### src/hw/rtl/cte_ram.sv
// Single-port-write, single-port-read synchronous RAM with registered read
`timescale 1ns / 1ps
module cte_ram #(
  parameter int AW = 8,
  parameter int DW = 16
) (
  input  logic          clk,
  input  logic          we,
  input  logic [AW-1:0] waddr,
  input  logic [DW-1:0] wdata,
  input  logic          re,
  input  logic [AW-1:0] raddr,
  output logic [DW-1:0] rdata
);
  logic [DW-1:0] mem [2**AW];

  always_ff @(posedge clk) begin
    if (we) begin
      mem[waddr] <= wdata;
    end
  end

  always_ff @(posedge clk) begin
    if (re) begin
      rdata <= mem[raddr];
    end
  end
endmodule

### config.mk
export PLATFORM = sky130hd
export DESIGN_NAME = cte_ram
export DESIGN_NICKNAME = d
export VERILOG_FILES = /design/src/hw/rtl/cte_ram.sv
export SDC_FILE = /design/constraint.sdc
export NUM_CORES = 2
export LEC_CHECK = 0
export BUFFER_PORTS_ARGS = -buffer_cell sky130_fd_sc_hd__buf_2
export CORE_ASPECT_RATIO = 0.75
export CORE_MARGIN = 5
export CORE_UTILIZATION = 50
export CTS_CLUSTER_SIZE = 25
export DETAILED_ROUTE_END_ITERATION = 8
export PLACE_DENSITY = 0.66
export SYNTH_ARGS = -nofsm -noshare
export SYNTH_HDL_FRONTEND = slang
export SYNTH_SLANG_ARGS = --single-unit
### constraint.sdc
create_clock -name clk -period 7.7 [get_ports clk]
set_input_delay 1.54 -clock clk [delete_from_list [all_inputs] [get_ports clk]]
set_output_delay 1.54 -clock clk [all_outputs]
set_load 0.1 [all_outputs]
==> results.toml <==
[status]
status = "finished, violations left"
violations = "capacitance limit, slew limit"

[place]
dp_hpwl_microns = 243000
dpl.cell_count = 11600
placed_cell_area_sq_um = 165000
dpl_worst_slack_ps = 1690
place.port_buffers = 50
gp_congestion = 0.926

[global_route]
grt_pass1_vias = 77000
gr-total-overflow = 0
grt_use_total_pct = 25.1
grt_pass1_wl_microns = 590000
grt_max_degree = 177
antenna_found_initial = 32

[clock_network]
ctsResizeCount = 0
cts_setup_buffers = 0
cts_tree = "yes"
clk_pin_slew_ps = 60
root_buffer = "clkbuf_16"
cts_inserted_buffers = 383
clock_path_buffers = 4
clk_latency_ps = 920
cts_sinks = 4112
holdBufCountCts = 0
htree_num_levels = 5

[sta]
fin_crit_sh_pct = 66.3
holdWs_ps = 1050
fmax_ghz = 0.196
finalHoldViolCount = 0
worstMarginPinSlew_ps = 1600
rsz0062_at_grt = "false"
setup_violations = 0
relSlewSlack_pct = -7.89
finClkSkew_ps = 52.4
worst_slack_ps = 2590
drv_slew = 4
post-route-min-period_ps = 5110
fin_tns_setup_ps = 0

[yosys]
synth-async-reset-ratio_pct = 0
seq_area_frac_synth_pct = 77.7
synth_top_area_share_pct = 77.7
synth-compound-area-share_pct = 3.53
synth_area_sq_um = 159000
dominantRegCellSynth = "edfxtp_1"
yosys.area.top_type = "edfxtp_1"
yosys.area_share.simple_pct = 1.57
yosysMostFrequentCell = "edfxtp_1"
synth_fa_ha_area_share_pct = 0
synthesis.nets = 7395
yosysWarningCount = 0
synthXorXnorAreaFrac_pct = 0
synth_area_leaders = "edfxtp_1 (78%), mux4_2 (11%), mux2i_1 (3.6%)"
synth_top_family_by_area = "multiplexers"
synth_cells = 7360
yosys_register_bits = 4112
synthTopCellsByCount = "edfxtp_1 (4112), mux4_2 (797), mux2i_1 (565)"
synth.distinct_cells = 51
muxShareOfSynthArea_pct = 15.5
synth-edff-count = 4112
avgSynthCellArea_sq_um = 21.6

[critical_path]
rr_worst_depth = 6
criticalPathCategory = "input port to register"
crit_fanout = 58
rr_endpoint = "rdata[3]"
start_kind = "input port"
rrSetupSlack_ps = 4130
endpoint_kind = "register"
required_ps = 8410
cp.arrival_ps = 5810
rr_startpoint = "mem[139][3]"

[die]
die_height_microns = 498
rows = 179
dieWidth_microns = 661
dieArea_sq_um = 329000
coreArea_sq_um = 317000
initial_core_util_pct = 50.2
io_pins = 51

[power]
power.total_mw = 46.0
power_density_nw_per_um2 = 258
ir_drop_mv = 0.287
p_leak_nw = 56.0

[hold_path]
whs_endpoint = "mem[108][15]"
hold_start = "wdata[15]"
hold_path.class = "input port to register"
min_path_cells = 1

[job]
maxCapViolCount = 3

[detailed_routing]
via_count = 79600
wl_per_cell_microns = 34.0
drc = 0
first_pass_iters = 6
vias_per_cell = 6.48
dr.first_iter.drc_count = 11600
ant_nets = 0
routed_wl_microns = 418000

[final_layout]
final_area_sq_um = 178000
nets = 7743
drive_above_1_share_pct = 24.4
fin_util_pct = 56.2
area_growth_pct = 12.0
final_cells = 12300
fill_cells = 23100
## cell usage in the layout (no fill, tap or decap), drive strengths merged, types with 148 or more instances in the layout
master / n
buf: 414
mux2i: 565
o221ai: 253
a21oi: 175
o22ai: 148
edfxtp: 4112
nor2: 304
clkbuf: 446
clkinv: 181
mux4: 797
## registers in the layout, summed over array words and instances, names as in the netlist
name   flops
mem     4096
rdata     16
## routing by layer
metal | share of wire, % | global-route usage, % | vias to the layer above | routed length [microns]
li1 | - | - | 32000 | -
met1 | 40 | 38.0 | 42100 | 168000
met2 | 44 | 35.8 | 4807 | 184000
met3 | 12 | 6.73 | 669 | 51700
met4 | 3.3 | 7.61 | 2 | 14000
met5 | 0.0041 | 0 | - | 17
## logic make-up (layout without fill, tap and decap cells)
family,Yosys count,count (layout)
flip-flops,4112,4112
multiplexers,1450,1450
AO/OA/AOI/OAI,786,786
AND/OR/NAND/NOR,556,556
buffers and inverters,456,1111
other,0,14
## power breakdown
group / total [mW] / leakage [nW] / switching, mW / internal, mW
Sequential: 24.7 / 37.0 / 0.0277 / 24.7
Clock: 18.9 / 6.07 / 8.14 / 10.8
Combinational: 2.32 / 12.9 / 1.58 / 0.742
Total: 46.0 / 56.0 / 9.74 / 36.2
## final cells by class
type | count | area (sq um) | share of cell area [%]
antenna | 14 | 35.0 | 0.0197
sequential | 4112 | 123000 | 69.4
multi-input combinational | 2792 | 33000 | 18.5
inverter | 4 | 27.5 | 0.0155
timing repair buffer | 415 | 3610 | 2.03
tap | 4253 | 5320 | 2.99
clock inverter | 247 | 2360 | 1.33
clock buffer | 445 | 10100 | 5.65
## critical path, stage by stage
cell and delay (ps):
buf_8 470, nand2b_4 590, buf_12 410, buf_4 280, o221ai_1 300, o22ai_1 130, o21ai_0 1110, nand4_1 430
nor4_1 370
## how the worst max path moves through the flow
stage | startpoint | endpoint | slack [ps] | cells past startpoint
after CTS | raddr[0] | rdata[11] | 2640 | 8
after floorplan | raddr[0] | rdata[4] | 3910 | 8
after global placement | raddr[0] | rdata[11] | 1810 | 8
after detailed placement | raddr[0] | rdata[11] | 1690 | 8
after global routing | raddr[0] | rdata[11] | 2450 | 8
final | raddr[1] | rdata[11] | 2590 | 9
Note: power is estimated with default switching activity, not from simulation.
