File: config.mk
export PLATFORM = sky130hd
export DESIGN_NAME = cte_header
export DESIGN_NICKNAME = d
export VERILOG_FILES = /design/src/hw/rtl/cte_pkg.sv /design/src/hw/rtl/cte_header.sv
export SDC_FILE = /design/constraint.sdc
export NUM_CORES = 1
export LEC_CHECK = 0
export BUFFER_PORTS_ARGS = -buffer_cell sky130_fd_sc_hd__buf_2
export CORE_AREA = 2 2 39 41
export DETAILED_ROUTE_END_ITERATION = 12
export DIE_AREA = 0 0 41 43
export GPL_TIMING_DRIVEN = 0
export PLACE_DENSITY = 0.68
export RECOVER_POWER = 100
export SLEW_MARGIN = 5
export SYNTH_ARGS = -nofsm -noshare
export SYNTH_HDL_FRONTEND = slang
export SYNTH_SLANG_ARGS = --single-unit
File: constraint.sdc
create_clock -name vclk -period 2.8
set_input_delay 0.56 -clock vclk [all_inputs]
set_output_delay 0.56 -clock vclk [all_outputs]
set_load 0.02 [all_outputs]
File: src/hw/rtl/cte_pkg.sv
// Shared constants, types and helpers of the tabbed text console engine
`timescale 1ns / 1ps
package cte_pkg;
  localparam int TAB_COUNT = 4;
  localparam int COLUMNS   = 80;
  localparam int ROWS      = 25;

  localparam int TAB_W  = (TAB_COUNT > 1) ? $clog2(TAB_COUNT) : 1;
  localparam int ROW_W  = $clog2(ROWS);
  localparam int COL_W  = $clog2(COLUMNS);
  localparam int ADDR_W = TAB_W + ROW_W + COL_W;

  localparam logic [7:0] HDR_TC_BASE = 8'h02;
  localparam logic [7:0] HDR_HC_BASE = 8'h20;
  localparam logic [7:0] HDR_HC_STEP = 8'h10;
  localparam logic [7:0] HDR_DASH    = 8'h2D;
  localparam logic [7:0] HDR_SLASH   = 8'h2F;
  localparam logic [7:0] HDR_SPACE   = 8'h20;
  localparam logic [7:0] HDR_ZERO    = 8'h30;
  localparam logic [7:0] NEWLINE     = 8'h0A;

  localparam logic [7:0] CFG_BLANK_CHAR    = 8'd0;
  localparam logic [7:0] CFG_DEFAULT_COLOR = 8'd1;

  typedef enum logic [2:0] {
    CMD_PUT    = 3'd0,
    CMD_BACK   = 3'd1,
    CMD_SWITCH = 3'd2,
    CMD_PROMPT = 3'd3,
    CMD_READ   = 3'd4
  } cmd_t;

  function automatic logic [ADDR_W-1:0] cell_addr(input logic [TAB_W-1:0] t,
                                                  input logic [ROW_W-1:0] r,
                                                  input logic [COL_W-1:0] c);
    return {t, r, c};
  endfunction
endpackage

File: src/hw/rtl/cte_header.sv
// Computed header row cell: tab digits with the active one highlighted
`timescale 1ns / 1ps
module cte_header import cte_pkg::*; (
  input  logic [TAB_W-1:0] tab_sel,
  input  logic [6:0]       col,
  output logic [15:0]      value
);
  localparam int AREA_END = 6 + 2 * TAB_COUNT + 1;

  logic [7:0] tc, hc, ch, co;
  logic [6:0] k;

  always_comb begin
    tc = HDR_TC_BASE + 8'(tab_sel) + 8'd1;
    hc = HDR_HC_BASE + 8'(HDR_HC_STEP * (8'(tab_sel) + 8'd1));
    k  = (col - 7'd7) >> 1;
    ch = HDR_DASH;
    co = tc;
    if (col == 7'd5) begin
      ch = HDR_SLASH;
    end else if (int'(col) >= 6 && int'(col) < AREA_END) begin
      if (!col[0]) begin
        ch = HDR_SPACE;
      end else begin
        ch = HDR_ZERO + 8'(k);
        if (int'(k) == int'(tab_sel)) co = hc;
      end
    end else if (int'(col) == AREA_END) begin
      ch = HDR_SLASH;
    end
    value = {co, ch};
  end
endmodule

==> reports/metrics.yaml, run 1 <==
synthToLayoutAreaGrowth_pct: 60.2
drt-wirelength-per-cell_um: 10.7
die_x_um: 41
drc: 0
ys_seq_area_share_pct: 0
yosysUniqueCellTypes: 32
rsz0062_at_grt: "true"
comb_power_share_pct: 100.0
switching_share_pct: 50.5
max_freq_ghz: 0.353
die_h_um: 43
fin_util_pct: 58.0
clockBufferCount: 0
switchingPower_mw: 0.0525
synth_adder_area_share_pct: 20.0
wirelength_um: 1200
cp_max_fo: 7
worst_pin_slew_ps: 594
io_buffers: 21
grtUsageMet3_pct: 0
synth.area.top_cells: "ha_1 20%, xnor2_1 7.0%, nand2b_1 5.0%, nor4b_4 4.8%, inv_1 4.5%"
peakVddDrop_mv: 0.0960
intPower_mw: 0.0514
fin_crit_sh_pct: 101
synth_top_family_by_area: "simple AND/OR/NAND/NOR gates"
insertedDiodeCount: 0
fillers: 138
power.total_mw: 0.104
worstSetupEndpointType: "primary output"
finalSetupViolCount: 5
synth_xor_area_share_pct: 13.2
antenna_found_initial: 0
yosys.area.top_type: "ha_1"
p_seq_share_pct: 0
grtUsageMet1_pct: 18.4
dieArea_um2: 1760
hpwl_um: 856
worstPathArrival_ps: 2270
synthCells: 67
avgSynthCellArea_um2: 7.47
place_area_um2: 644
syn_area_um2: 500
gp_congestion: 0.716
synth_compound_area_share_pct: 12.5
grt_pass1_vias: 455
seq_cells: 0
finalHoldViolCount: 0
fin_tns_setup_ps: -91.6
crit_path_start_kind: "input pin"
grt_remaining_overflow: 0
p_leak_nw: 0.385
drive_above_1_share_pct: 47.9
regArea_um2: 0
synthMuxAreaShare_pct: 0
drt_iter0_markers: 7
timing_worst_setup_path_type: "input pin to primary output"
top_usage_layer: "met2"
fin_ws_ps: -30.4
power_frac_clock_pct: 0
critical_path_required_ps: 2240
synth.top_cell.area_share_pct: 20.0
ant_nets: 0
synthSimpleGateAreaFrac_pct: 42.0
dp_cells: 105
io_pins: 25
status: "finished with violations"
via_per_inst: 4.86
hold_class: "input pin to primary output"
ctsHoldBuffers: 0
synth_warnings: 0
fin_crit_ps: 2830
initial_core_util_pct: 36.2
stdcell_area_um2: 802
num_vias: 544
slew_headroom_pct: 60.2
grtUsageTotal_pct: 13.5
fp.coreArea_um2: 1380
std_cell_rows: 14
grt_pass1_wl_um: 1800
fin_cells: 112
drv_slew: 0
violations: "setup timing"
power_density_nw_per_um2: 129
maxCapViolations: 0
nets: 115
drt_first_pass_iters: 4
use_met2_pct: 24.1
grt_max_degree: 13
## final cells by class
class | instances | area [um2] | share of cell area, %
buffer | 4 | 31.3 | 3.90
inverter | 6 | 22.5 | 2.81
multi-input combinational | 57 | 495 | 61.8
tap | 16 | 20.0 | 2.50
timing repair buffer | 29 | 233 | 29.0
## power groups by stage
stage	combinational [mW]	sequential, mW	clock [mW]
floorplan	0.0593	0	0
global placement	0.0808	0	0
detailed placement	0.0822	0	0
CTS	0.0992	0	0
global route	0.114	0	0
finish	0.104	0	0
## synth_stat cells
| cell type | instances |
|---|---|
| buf_4 | 2 |
| nand4_1 | 1 |
| ha_1 | 8 |
| nand3_2 | 1 |
| nand2b_1 | 4 |
| o31ai_1 | 1 |
| clkbuf_2 | 1 |
| xnor3_1 | 1 |
| nor2_1 | 5 |
| nand4b_1 | 1 |
| a211oi_1 | 1 |
| xor2_1 | 1 |
| nor3_1 | 2 |
| inv_1 | 6 |
| nand3_1 | 1 |
| and2_1 | 2 |
| nor3b_1 | 2 |
| nand3b_4 | 1 |
| or2_2 | 1 |
| buf_6 | 1 |
| nor3_2 | 1 |
| o21ai_0 | 4 |
| nand2_1 | 2 |
| xnor2_1 | 4 |
| and3_1 | 3 |
| nor4b_4 | 1 |
| a21oi_1 | 3 |
| a31oi_1 | 1 |
| conb_1 | 1 |
| o22ai_1 | 1 |
| clkbuf_1 | 1 |
| nor2b_1 | 2 |
## critical path, cell delays in order
cell	delay, ps
buf_12	110
ha_4	160
a21oi_4	140
nor3b_2	190
xnor2_1	150
ha_2	220
nand3_2	80
nor4b_4	300
buf_4	200
nor2_2	40
buf_6	120
## per-layer routing
layer | share of wire (%) | vias up
met5 | 0 | -
met4 | 0 | 0
met3 | 9.0 | 0
met2 | 52 | 20
met1 | 39 | 242
li1 | - | 282
## final timing paths
kind	start	end	slack (ps)	depth (start not counted)
worst min-delay path	tab_sel[0]	value[8]	1420	3
worst max-delay path	col[1]	value[9]	-30	11
## logic make-up (layout without fill, tap and decap cells)
logic type	count (synthesis)	in the layout
and+or+nand+nor	30	30
AOI/OAI and AO/OA	11	11
buffers and inverters	11	39
adders and majority gates	8	8
xor gates and xnor gates	6	6
other	1	2
## through the flow
stage	worst slack, ps	hold WS, ps
detailed placement	-456	1450
global route	-152	1440
CTS	-86.1	1440
finish	-30.4	1420
floorplan	-0.0397	1200
global placement	-421	1440
## placed cells by master (no fill, tap or decap), types with 2 or more instances in the layout
cell type	Yosys	layout
buf_12	0	2
buf_2	0	7
nor2_2	0	3
nand2_1	2	2
ha_1	8	6
buf_4	2	11
nor2_1	5	2
nor3_1	2	2
and3_1	3	2
inv_1	6	6
conb_1	1	2
clkbuf_2	1	4
clkbuf_1	1	2
nand2b_1	4	4
buf_6	1	7
and2_1	2	2
a21oi_1	3	2
nor2b_2	0	2
xnor2_1	4	4
o21ai_0	4	4
## timing repair
action,in CTS,in global routing
hold endpoints to repair,0,0
buffers inserted,6,2
pin swaps,5,4
gates resized for setup,23,6
setup endpoints to repair,9,7
(Power assumes the default switching activity.)
==> run 2, diff against run 1 <==
Settings changed: RECOVER_POWER 100 to not set.
==> run 2 against run 1 <==
Against the previous run:
- first-iteration DRC count increased by 29%
- non-clock buffer count stayed put
- combinational power hardly changed
- critical path depth stayed put
- via count is 0.18% higher
- power increased by 0.13%
- sequential share of layout area unchanged
- critical endpoint unchanged
- final cell count unchanged
- the flow still finishes with violations (setup timing)
- routed wire length about the same
- highest routed layer unchanged
==> reports/metrics.yaml, run 2 (synthesized netlist as in run 1, its figures left out) <==
grtUsageTotal_pct: 13.5
hold_start: "tab_sel[0]"
top_usage_layer: "met2"
dpl_worst_slack_ps: -456
dieArea_um2: 1760
mostFrequentLayoutCells: "12 x buf_2, 11 x buf_4, 7 x buf_6"
violations: "setup timing"
cp_max_fo: 7
fillers: 138
path_cells: "buf_12, ha_4, a21oi_4, nor3b_2, xnor2_1, ha_2, nand3_2, nor4b_4, buf_4, nor2_2, buf_6"
max_freq_ghz: 0.353
drc: 0
initial_core_util_pct: 36.2
worst_pin_slew_ps: 596
grtUsageMet1_pct: 18.4
gp_congestion: 0.716
use_met2_pct: 24.1
via_per_inst: 4.87
status: "finished with violations"
power_density_nw_per_um2: 129
cp_top_family: "simple AND/OR/NAND/NOR gates"
fin_ws_ps: -31.1
antenna_found_initial: 0
crit_path_start_kind: "input pin"
path_depth: 11
fin_crit_sh_pct: 101
drv_slew: 0
fp.coreArea_um2: 1380
drt-wirelength-per-cell_um: 10.7
timing_worst_setup_path_type: "input pin to primary output"
io_pins: 25
num_vias: 545
drive_above_1_share_pct: 50.0
cpMaxStageDelayCell: "nor4b_4"
peakVddDrop_mv: 0.0960
worstPathArrival_ps: 2270
hpwl_um: 856
dp_cells: 105
grt_max_degree: 13
seq_cells: 0
synthToLayoutAreaGrowth_pct: 60.8
die_h_um: 43
insertedDiodeCount: 0
slew_headroom_pct: 60.1
fin_tns_setup_ps: -95.2
wirelength_um: 1200
crit_start: "col[1]"
grtUsageMet3_pct: 0
drt_first_pass_iters: 4
max_stage_delay_ps: 300
rsz0062_at_grt: "true"
nets: 115
finalHoldViolCount: 0
place_area_um2: 644
whs_path_depth: 3
grt_pass1_wl_um: 1800
fin_crit_ps: 2830
io_buffers: 21
critical_path_required_ps: 2240
regArea_um2: 0
final_common_cell: "buf_2"
path_buf_inv: 3
clockBufferCount: 0
hold_class: "input pin to primary output"
p_leak_nw: 0.390
cp-endpoint: "value[9]"
ant_nets: 0
die_x_um: 41
power.total_mw: 0.104
drt_iter0_markers: 9
grt_pass1_vias: 455
finalSetupViolCount: 5
grt_remaining_overflow: 0
fin_cells: 112
maxCapViolations: 0
std_cell_rows: 14
worstSetupEndpointType: "primary output"
stdcell_area_um2: 805
[run 2: report_power, final]
part | switching, mW | total [mW] | internal (mW)
clock | 0 | 0 | 0
sequential | 0 | 0 | 0
combinational | 0.0524 | 0.104 | 0.0515
total | 0.0524 | 0.104 | 0.0515
[run 2: repair_timing]
item                       4_1_cts  5_1_grt
hold buffers                     0        0
setup endpoints to repair        9        7
pin swaps                        5        4
gates resized for setup         23        6
hold endpoints to repair         0        0
setup buffers                    6        2
[run 2: how the worst min path moves through the flow]
stage / endpoint / slack, ps
after floorplan: value[8] / 1200
after global placement: value[8] / 1440
after detailed placement: value[8] / 1450
after CTS: value[8] / 1440
after global routing: value[8] / 1440
final: value[8] / 1420
[run 2: area by class of cell]
cell class | count | area, um2 | area share [%]
multi-input cells | 57 | 495 | 61.6
repair buffers | 29 | 235 | 29.2
plain buffers | 4 | 31.3 | 3.89
inverters | 6 | 22.5 | 2.80
well taps | 16 | 20.0 | 2.49
[run 2: layer usage]
| layer | vias to the layer above | share of wire [%] | wire (um) |
|---|---|---|---|
| met1 | 243 | 40 | 474 |
| met3 | 0 | 9.1 | 109 |
| li1 | 282 | - | - |
| met4 | 0 | 0 | 0 |
| met5 | - | 0 | 0 |
| met2 | 20 | 51 | 612 |
[run 2: through the flow]
stage	utilization, %	hold WS, ps
after global routing	58.1	1440
final	58.1	1420
after detailed placement	46.6	1450
after floorplan	-	1200
after CTS	55.7	1440
after global placement	46.6	1440
==> run 3, diff against run 2 <==
Settings changed: REMOVE_ABC_BUFFERS set to 1.
==> run 3 against run 2 <==
Against the previous run:
- the flow still finishes with violations (setup timing)
- final area decreased by 1.1%
- flip-flop and latch count unchanged
- critical endpoint is now value[15]
- final cell count decreased by 0.89%
- global-route usage increased by 1.9 points
- combinational power about the same
- worst setup slack improved by 16 ps
- first-iteration DRC count decreased by 33%
- clock-buffer cell count unchanged
- highest routed layer unchanged
==> reports/metrics.yaml, run 3 (synthesized netlist as in run 1, its figures left out) <==
drive_above_1_share_pct: 48.4
fp.coreArea_um2: 1380
fin_util_pct: 57.5
die_x_um: 41
fin_crit_sh_pct: 101
dp_cells: 102
power_frac_clock_pct: 0
num_vias: 550
seq_cells: 0
drt_iter0_markers: 6
fin_crit_ps: 2810
fillers: 138
ant_nets: 0
dpl_worst_slack_ps: -459
drt-wirelength-per-cell_um: 11.9
nets: 114
fin_cells: 111
grt_remaining_overflow: 0
fin_ws_ps: -14.6
die_h_um: 43
grt_pass1_vias: 461
grt_max_degree: 13
dieArea_um2: 1760
final_common_cell: "buf_2"
mostFrequentLayoutCells: "15 x buf_2, 11 x buf_4, 6 x inv_1, 6 x ha_1"
switchingPower_mw: 0.0536
synthToLayoutAreaGrowth_pct: 59.0
p_seq_share_pct: 0
intPower_mw: 0.0476
drt_first_pass_iters: 4
wirelength_um: 1320
maxCapViolations: 0
place_area_um2: 604
hpwl_um: 857
grtUsageTotal_pct: 15.4
drv_slew: 0
ctsHoldBuffers: 0
crit_path_start_kind: "input pin"
fin_tns_setup_ps: -20.4
hold_class: "input pin to primary output"
std_cell_rows: 14
finalSetupViolCount: 3
peakVddDrop_mv: 0.0628
grt_pass1_wl_um: 2010
max_freq_ghz: 0.355
clockBufferCount: 0
gp_congestion: 0.678
io_buffers: 23
status: "finished with violations"
cp_max_fo: 7
stdcell_area_um2: 796
rsz0062_at_grt: "true"
switching_share_pct: 53.0
finalHoldViolCount: 0
drc: 0
comb_power_share_pct: 100.0
critical_path_required_ps: 2240
timing_worst_setup_path_type: "input pin to primary output"
via_per_inst: 4.95
io_pins: 25
p_leak_nw: 0.385
power.total_mw: 0.101
antenna_found_initial: 0
violations: "setup timing"
whs_path_depth: 3
initial_core_util_pct: 36.2
worstPathArrival_ps: 2250
worstSetupEndpointType: "primary output"
regArea_um2: 0
insertedDiodeCount: 0
hold_ws_ps: 1430
power_density_nw_per_um2: 127
-- run 3: changes by cell type in the layout (fill, tap and decap cells not counted), sizes merged --
| cell | before | now |
|---|---|---|
| clkbuf | 1 | 0 |
-- run 3: cell type report --
class | count | area (um2) | area share (%)
multi-input combinational | 57 | 510 | 64.2
timing repair buffer | 32 | 243 | 30.5
inverter | 6 | 22.5 | 2.83
tap | 16 | 20.0 | 2.52
-- run 3: repair_timing --
action	4_1_cts	5_1_grt
endpoints found under the setup margin	11	10
pin swaps	5	2
buffers inserted	6	3
gates resized for setup	20	11
gates cloned	0	0
endpoints found under the hold margin	0	0
-- run 3: final timing paths --
| check | startpoint | endpoint | slack [ps] |
|---|---|---|---|
| min | tab_sel[0] | value[8] | 1430 |
| max | col[1] | value[15] | -10 |
-- run 3: layer usage --
layer / part of all wire (%) / vias up / global-route usage [%]
met3: 6.6 / 0 / 0.524
met4: 0 / 0 / 0
li1: - / 283 / -
met2: 48 / 21 / 26.6
met5: 0 / - / 0
met1: 45 / 246 / 21.7
-- run 3: worst max-delay path, stage by stage --
cell	delay [ps]
buf_12	110
ha_4	170
a21oi_4	120
nor3b_4	200
xnor2_1	150
ha_2	210
nand3_2	80
nor4b_4	220
buf_6	150
and3_4	180
buf_6	110
-- run 3: power groups by stage --
stage | combinational, mW | sequential [mW] | clock, mW
floorplan | 0.0502 | 0 | 0
global placement | 0.0759 | 0 | 0
detailed placement | 0.0776 | 0 | 0
CTS | 0.0926 | 0 | 0
global route | 0.112 | 0 | 0
finish | 0.101 | 0 | 0
